--- src/rtl/core/slsp_pkg.sv ---
// Shared types and constants for the serial link shift port.
// Used by the shift unit and the top level; the channel interfaces only match its widths.
// No dependencies.
package slsp_pkg;

  // request kinds
  localparam logic [1:0] REQ_TICK    = 2'd0;
  localparam logic [1:0] REQ_READ    = 2'd1;
  localparam logic [1:0] REQ_WRITE   = 2'd2;
  localparam logic [1:0] REQ_EXT_BIT = 2'd3;

  // bus map
  localparam logic [15:0] DATA_ADDR = 16'hFF01;
  localparam logic [15:0] CTRL_ADDR = 16'hFF02;

  // read values
  localparam logic [7:0] CTRL_FILL     = 8'h7E;
  localparam logic [7:0] UNMAPPED_READ = 8'hFF;

  // control register bit positions
  localparam int CTRL_EN_BIT  = 7;
  localparam int CTRL_INT_BIT = 0;

  // internal clock pacing, in ticks per bit (1 to 1024)
  localparam int BIT_PERIOD = 512;
  localparam int CD_W       = 10;
  localparam logic [CD_W-1:0] CD_RELOAD = CD_W'(BIT_PERIOD - 1);

  // bits per transfer
  localparam int BC_W = 3;
  localparam logic [BC_W-1:0] BC_LAST = '1;

  typedef struct packed {
    logic [1:0]  req_type;
    logic [15:0] address;
    logic [7:0]  wdata;
    logic        in_bit;
  } req_t;

  typedef struct packed {
    logic [7:0] read_data;
    logic       bit_out;
    logic       bit_valid;
    logic       irq;
  } rsp_t;

endpackage

--- src/rtl/core/slsp_req_if.sv ---
// Request channel of the serial link shift port: valid/ready plus request fields.
// Depends on nothing; widths match slsp_pkg::req_t.
interface slsp_req_if;
  logic        valid;
  logic        ready;
  logic [1:0]  req_type;
  logic [15:0] address;
  logic [7:0]  wdata;
  logic        in_bit;

  modport source (output valid, output req_type, output address, output wdata,
                  output in_bit, input ready);
  modport sink   (input valid, input req_type, input address, input wdata,
                  input in_bit, output ready);
endinterface

--- src/rtl/core/slsp_rsp_if.sv ---
// Result channel of the serial link shift port: valid/ready plus result fields.
// Depends on nothing; widths match slsp_pkg::rsp_t.
interface slsp_rsp_if;
  logic       valid;
  logic       ready;
  logic [7:0] read_data;
  logic       bit_out;
  logic       bit_valid;
  logic       irq;

  modport source (output valid, output read_data, output bit_out, output bit_valid,
                  output irq, input ready);
  modport sink   (input valid, input read_data, input bit_out, input bit_valid,
                  input irq, output ready);
endinterface

--- src/rtl/core/serial_link_shift_port_core.sv ---
// Serial link shift port: a request goes from the input register to the result
// register. Throughput one request per cycle while results are taken; the input
// and result registers each hold one request; the state update lies between them.
// Synchronous active-high reset clears the shift register, control bits and
// counters and empties both pipeline registers; no request is taken during reset.
module serial_link_shift_port_core (
  input logic        clk,
  input logic        rst,
  slsp_req_if.sink   req,
  slsp_rsp_if.source rsp
);

  logic           in_valid;
  slsp_pkg::req_t in_reg;
  logic           rsp_valid;
  slsp_pkg::rsp_t rsp_reg;
  slsp_pkg::rsp_t result;
  logic           stall;
  logic           fire;

  // hold when the result register is full and not taken
  assign stall     = rsp_valid && !rsp.ready;
  assign fire      = in_valid && !stall;
  assign req.ready = !rst && (!in_valid || !stall);

  // input register
  always_ff @(posedge clk) begin
    if (rst) begin
      in_valid <= 1'b0;
    end else if (req.ready) begin
      in_valid <= req.valid;
    end
  end

  always_ff @(posedge clk) begin
    if (req.valid && req.ready) begin
      in_reg <= '{req_type: req.req_type, address: req.address,
                  wdata: req.wdata, in_bit: req.in_bit};
    end
  end

  slsp_shift_unit u_shift (
    .clk    (clk),
    .rst    (rst),
    .fire   (fire),
    .cmd    (in_reg),
    .result (result)
  );

  // result register
  always_ff @(posedge clk) begin
    if (rst) begin
      rsp_valid <= 1'b0;
    end else if (!stall) begin
      rsp_valid <= in_valid;
    end
  end

  always_ff @(posedge clk) begin
    if (fire) begin
      rsp_reg <= result;
    end
  end

  assign rsp.valid     = rsp_valid;
  assign rsp.read_data = rsp_reg.read_data;
  assign rsp.bit_out   = rsp_reg.bit_out;
  assign rsp.bit_valid = rsp_reg.bit_valid;
  assign rsp.irq       = rsp_reg.irq;

endmodule

--- src/rtl/core/slsp_shift_unit.sv ---
// Port state (shift register, control bits, counters) and the per-request update.
// Depends on slsp_pkg.
module slsp_shift_unit (
  input  logic          clk,
  input  logic          rst,
  input  logic          fire,
  input  slsp_pkg::req_t cmd,
  output slsp_pkg::rsp_t result
);

  logic [7:0]                  shift_data;
  logic                        transfer_enable;
  logic                        clock_internal;
  logic [slsp_pkg::BC_W-1:0]   bit_count;
  logic [slsp_pkg::CD_W-1:0]   tick_countdown;

  logic [7:0]                  shift_data_next;
  logic                        transfer_enable_next;
  logic                        clock_internal_next;
  logic [slsp_pkg::BC_W-1:0]   bit_count_next;
  logic [slsp_pkg::CD_W-1:0]   tick_countdown_next;

  logic                        do_shift;
  logic                        shift_in;
  logic [slsp_pkg::BC_W-1:0]   bc_eff;

  // decide the update for this request
  always_comb begin
    shift_data_next      = shift_data;
    transfer_enable_next = transfer_enable;
    clock_internal_next  = clock_internal;
    bit_count_next       = bit_count;
    tick_countdown_next  = tick_countdown;
    result               = '0;
    do_shift             = 1'b0;
    shift_in             = 1'b0;
    bc_eff               = bit_count;

    case (cmd.req_type)
      slsp_pkg::REQ_TICK: begin
        if (transfer_enable && clock_internal) begin
          if (tick_countdown == '0) begin
            do_shift = 1'b1;
            shift_in = cmd.in_bit;
          end else begin
            tick_countdown_next = tick_countdown - 1'b1;
          end
        end
      end
      slsp_pkg::REQ_READ: begin
        if (cmd.address == slsp_pkg::DATA_ADDR) begin
          result.read_data = shift_data;
        end else if (cmd.address == slsp_pkg::CTRL_ADDR) begin
          result.read_data = slsp_pkg::CTRL_FILL;
          result.read_data[slsp_pkg::CTRL_EN_BIT]  = transfer_enable;
          result.read_data[slsp_pkg::CTRL_INT_BIT] = clock_internal;
        end else begin
          result.read_data = slsp_pkg::UNMAPPED_READ;
        end
      end
      slsp_pkg::REQ_WRITE: begin
        if (cmd.address == slsp_pkg::DATA_ADDR) begin
          shift_data_next = cmd.wdata;
        end else if (cmd.address == slsp_pkg::CTRL_ADDR) begin
          transfer_enable_next = cmd.wdata[slsp_pkg::CTRL_EN_BIT];
          clock_internal_next  = cmd.wdata[slsp_pkg::CTRL_INT_BIT];
          // restart counters when enabling
          if (cmd.wdata[slsp_pkg::CTRL_EN_BIT]) begin
            tick_countdown_next = '0;
            bit_count_next      = '0;
          end
        end
      end
      slsp_pkg::REQ_EXT_BIT: begin
        // start a transfer if none is running
        if (!transfer_enable) begin
          bc_eff = '0;
        end
        transfer_enable_next = 1'b1;
        do_shift             = 1'b1;
        shift_in             = cmd.wdata[0];
      end
      default: begin
      end
    endcase

    // shift one bit: MSB out, partner bit in
    if (do_shift) begin
      result.bit_valid = 1'b1;
      result.bit_out   = shift_data[7];
      shift_data_next  = {shift_data[6:0], shift_in};
      if (bc_eff == slsp_pkg::BC_LAST) begin
        bit_count_next       = '0;
        transfer_enable_next = 1'b0;
        result.irq           = 1'b1;
      end else begin
        bit_count_next = bc_eff + 1'b1;
        if (cmd.req_type == slsp_pkg::REQ_TICK) begin
          tick_countdown_next = slsp_pkg::CD_RELOAD;
        end
      end
    end
  end

  // commit state on each request that leaves the input register
  always_ff @(posedge clk) begin
    if (rst) begin
      shift_data      <= '0;
      transfer_enable <= 1'b0;
      clock_internal  <= 1'b0;
      bit_count       <= '0;
      tick_countdown  <= '0;
    end else if (fire) begin
      shift_data      <= shift_data_next;
      transfer_enable <= transfer_enable_next;
      clock_internal  <= clock_internal_next;
      bit_count       <= bit_count_next;
      tick_countdown  <= tick_countdown_next;
    end
  end

endmodule

--- src/flat_wrapper.sv ---
// flat-port wrapper written by rule: the top's interface ports become plain ports
module serial_link_shift_port_core_flat 
  (clk, rst, req_valid, req_req_type, req_address, req_wdata, req_in_bit, req_ready, rsp_valid, rsp_read_data, rsp_bit_out, rsp_bit_valid, rsp_irq, rsp_ready);
  slsp_req_if req_i ();
  slsp_rsp_if rsp_i ();
  input logic clk;
  input logic rst;
  input wire logic [$bits(req_i.valid)-1:0] req_valid;
  input wire logic [$bits(req_i.req_type)-1:0] req_req_type;
  input wire logic [$bits(req_i.address)-1:0] req_address;
  input wire logic [$bits(req_i.wdata)-1:0] req_wdata;
  input wire logic [$bits(req_i.in_bit)-1:0] req_in_bit;
  output wire logic [$bits(req_i.ready)-1:0] req_ready;
  output wire logic [$bits(rsp_i.valid)-1:0] rsp_valid;
  output wire logic [$bits(rsp_i.read_data)-1:0] rsp_read_data;
  output wire logic [$bits(rsp_i.bit_out)-1:0] rsp_bit_out;
  output wire logic [$bits(rsp_i.bit_valid)-1:0] rsp_bit_valid;
  output wire logic [$bits(rsp_i.irq)-1:0] rsp_irq;
  input wire logic [$bits(rsp_i.ready)-1:0] rsp_ready;
  assign req_i.valid = req_valid;
  assign req_i.req_type = req_req_type;
  assign req_i.address = req_address;
  assign req_i.wdata = req_wdata;
  assign req_i.in_bit = req_in_bit;
  assign req_ready = req_i.ready;
  assign rsp_valid = rsp_i.valid;
  assign rsp_read_data = rsp_i.read_data;
  assign rsp_bit_out = rsp_i.bit_out;
  assign rsp_bit_valid = rsp_i.bit_valid;
  assign rsp_irq = rsp_i.irq;
  assign rsp_i.ready = rsp_ready;
  serial_link_shift_port_core u_core (.clk(clk), .rst(rst), .req(req_i), .rsp(rsp_i));
endmodule
--- config.mk ---
export PLATFORM = sky130hd
export DESIGN_NAME = serial_link_shift_port_core_flat
export DESIGN_NICKNAME = d
export VERILOG_FILES = /design/src/rtl/core/slsp_pkg.sv /design/src/rtl/core/slsp_req_if.sv /design/src/rtl/core/slsp_rsp_if.sv /design/src/rtl/core/serial_link_shift_port_core.sv /design/src/rtl/core/slsp_shift_unit.sv /design/src/flat_wrapper.sv
export SDC_FILE = /design/constraint.sdc
export NUM_CORES = 1
export LEC_CHECK = 0
export ABC_AREA = 0
export BUFFER_PORTS_ARGS = -buffer_cell sky130_fd_sc_hd__buf_2
export CAP_MARGIN = 40
export CORE_ASPECT_RATIO = 0.6
export CORE_MARGIN = 1.5
export CORE_UTILIZATION = 61
export CTS_CLUSTER_DIAMETER = 50
export DETAILED_ROUTE_END_ITERATION = 12
export PLACE_DENSITY = 0.83
export SYNTH_ARGS = -nofsm -noshare
export SYNTH_HDL_FRONTEND = slang
export SYNTH_SLANG_ARGS = --single-unit
export TNS_END_PERCENT = 1
--- constraint.sdc ---
create_clock -name clk -period 6 [get_ports clk]
set_input_delay 1.2 -clock clk [delete_from_list [all_inputs] [get_ports clk]]
set_output_delay 1.2 -clock clk [all_outputs]
set_load 0.01 [all_outputs]
==> out/metrics.csv <==
metric;value;unit
run status;complete, no violations;
Power Density;266.4;mW/mm²
Slew HR;49.72;%
CP Class;in2reg;
nature of the critical path startpoint;input pin;
number of remaining DRC errors;0;
number of storage elements in the synthesis netlist;63;
area post-placement;0.003216;mm²
number of placed I/O pins;44;
total non-filler cell area in the finished layout;0.003406;mm²
Netlist cell types;58;
Hold Path Depth;1;
Core Util, Final;73.85;%
initial drt markers;254;
arrival time at the worst endpoint;3.42;ns
number of cells produced by synthesis;246;
final estimated routing congestion in global placement;0.9340;
largest net degree at the start of global routing;22;
crit end category;flop;
static leakage;1.234;nW
via/cell ratio;6.231;
DR WL/cell;17.54;µm
Syn Nets;285;
most common flop cell mapped by yosys;edfxtp_1;
Worst Tran Pin Value;0.7534;ns
net count reported at finish;331;
time the final worst path needs with I/O delays and setup;3.192;ns
later-pin clock latency in the skew report;0.34;ns
Synth area leader;edfxtp_1;
standard cell core area;0.004612;mm²
GRT Total Usage;25.86;%
# hold bufs at CTS;0;
Total Routed Length;6.313;mm
antenna diode count;0;
post-DP HPWL;4.450;mm
max-capacitance violation count;0;
reg-to-reg critical path startpoint;u_core.in_reg[25];
EDFF count, synth;38;
Highest Clock Rate;0.3133;GHz
CP Data Required Time;6.23;ns
largest buffer count on any clock path;2;
number of placement rows;19;
Reg2Reg Capture Point;u_core.u_shift.tick_countdown[9];
number of port buffers;43;
startpoint of the most critical hold path;u_core.u_shift.bit_count[2];
worst-case hold path end point;u_core.u_shift.bit_count[2];
maximum vdd drop;0.0002259;V
async set or reset register ratio after synthesis;0;%
count of warnings emitted by yosys;0;
grt total ovfl;0;
synth-to-layout area growth;15.78;%
average cell area after synthesis;11.96;µm²
layout cell share with drive strength beyond 1;27.27;%
Post-CTS Resized;0;
DP Cell Count;344;
initial antenna violation count;0;
Cell Count, Final, Fillers Out;360;
setup bufs post-CTS;0;
worst hold path class;reg2reg;
Hold Fails Final Rpt;0;
clk root buf;clkbuf_8;
number of optimization iterations in the first detailed-route pass;5;
number of buffers created by CTS;9;
DRT antenna net count;0;
TritonCTS clock tree;done;
post-synthesis instance area;0.002942;mm²
Area contributors post-synth;edfxtp_1, dfxtp_1, ha_1, o221a_2, a21boi_0;
DIE AREA;0.005262;mm²
portion of synthesized cell area occupied by the leading cell type;38.79;%
share of the clock period used by the worst path;53.20;%
skew final;0.008329;ns
final-report max-slew violation count;0;
die extent in x;92.65;µm
Seq/Total Area, Yosys;55.81;%
clock slew at reported path FFs;0.07;ns
Initial Util;63.78;%
clock net sink count;63;
internal reg-to-reg setup slack;3.29;ns
via total after detailed routing;2243;
worst slack on hold paths;0.4876;ns
number of flip-flops in the largest register;27;
wire length of the first global-routing pass;10.04;mm
number of global-route vias before repair;2039;
Register-to-Register Path Depth;9;
setup TNS;0;ns
Setup Viol. Count Final;0;
CP max FO;21;
die outline height;56.79;µm
RSZ-0062 raised after global routing;false;
Max H-tree Level;3;
## power by group
group | total [mW] | switching, mW | internal, mW
clock network | 0.357 | 0.166 | 0.190
logic | 0.0660 | 0.0402 | 0.0258
registers | 0.485 | 0.00899 | 0.476
total | 0.907 | 0.216 | 0.692
## critical path, cell delays in order
cell	delay, ns
buf_2	0.08
nor2b_1	0.06
nand2b_1	0.46
inv_1	0.73
nand4_1	0.46
o221a_2	0.41
## layer usage
metal  GRT usage (%)  up-vias  routed length [µm]
met5               0        -                   0
met4           9.740        0                  71
met3           7.724        9                 652
met1           38.48     1057                2935
met2           35.50      128                2654
li1                -     1049                   -
## cells by family after synthesis
family / after synthesis / share of synthesized area [%]
adders and majority gates: 8 / 3.403
buffers and inverters: 27 / 3.488
and+or+nand+nor: 67 / 14.63
muxes: 2 / 0.6806
DFF: 63 / 55.81
AOI/OAI and AO/OA: 79 / 21.99
## metrics by stage
step	setup WS (ns)	power, mW
finish	2.808	0.9072
global route	2.693	0.9345
CTS	2.834	0.9107
detailed placement	2.486	0.5587
global placement	2.578	0.5560
floorplan	3.036	0.5325
## synthesized netlist by cell type, types with 7 or more instances
master    number
o21ai_0        8
edfxtp_1      38
o221a_2        7
ha_1           8
clkbuf_1       7
dfxtp_1       25
a21boi_0       9
nor2_1        14
nand2_1        7
a21oi_1       10
inv_1         18
## cell type report
type	instances	area (µm²)
Timing Repair Buffer	44	230.2
Tap cell	63	78.83
Sequential cell	63	1642
Clock buffer	10	127.6
Multi-Input combinational cell	156	1197
Clock inverter	6	62.56
Inverter	18	67.56
Fill cell	325	1206
## layout by cell type, fill, tap and decap left out, types with 3 or more instances in the layout
cell type   count
clkbuf_8        9
nand2_1         7
dfxtp_1        25
and2_1          6
inv_1          18
nor2b_1         5
o21a_1          3
a211oi_1        3
o211ai_1        5
nand4_1         5
or3_1           4
edfxtp_1       38
buf_2          43
a31oi_1         4
clkinvlp_4      3
nor2_1         14
nand3_1         4
a22o_1          3
ha_1            8
a21oi_1        10
a21boi_0        9
o21ai_0         8
o221a_2         7
nand2b_1        6
o22ai_1         3
o32ai_1         3
## worst max-delay path by stage
| stage | startpoint | endpoint | slack [ns] | cells past startpoint |
|---|---|---|---|---|
| after detailed placement | rsp_ready | u_core.u_shift.shift_data[2] | 2.49 | 6 |
| after global routing | rsp_ready | u_core.u_shift.transfer_enable | 2.69 | 7 |
| after CTS | rsp_ready | u_core.u_shift.shift_data[5] | 2.83 | 6 |
| after global placement | rsp_ready | u_core.u_shift.shift_data[6] | 2.58 | 6 |
| final | rsp_ready | u_core.u_shift.shift_data[5] | 2.81 | 6 |
| after floorplan | rsp_ready | u_core.u_shift.shift_data[1] | 3.04 | 7 |
Note: power is estimated with default switching activity, not from simulation.
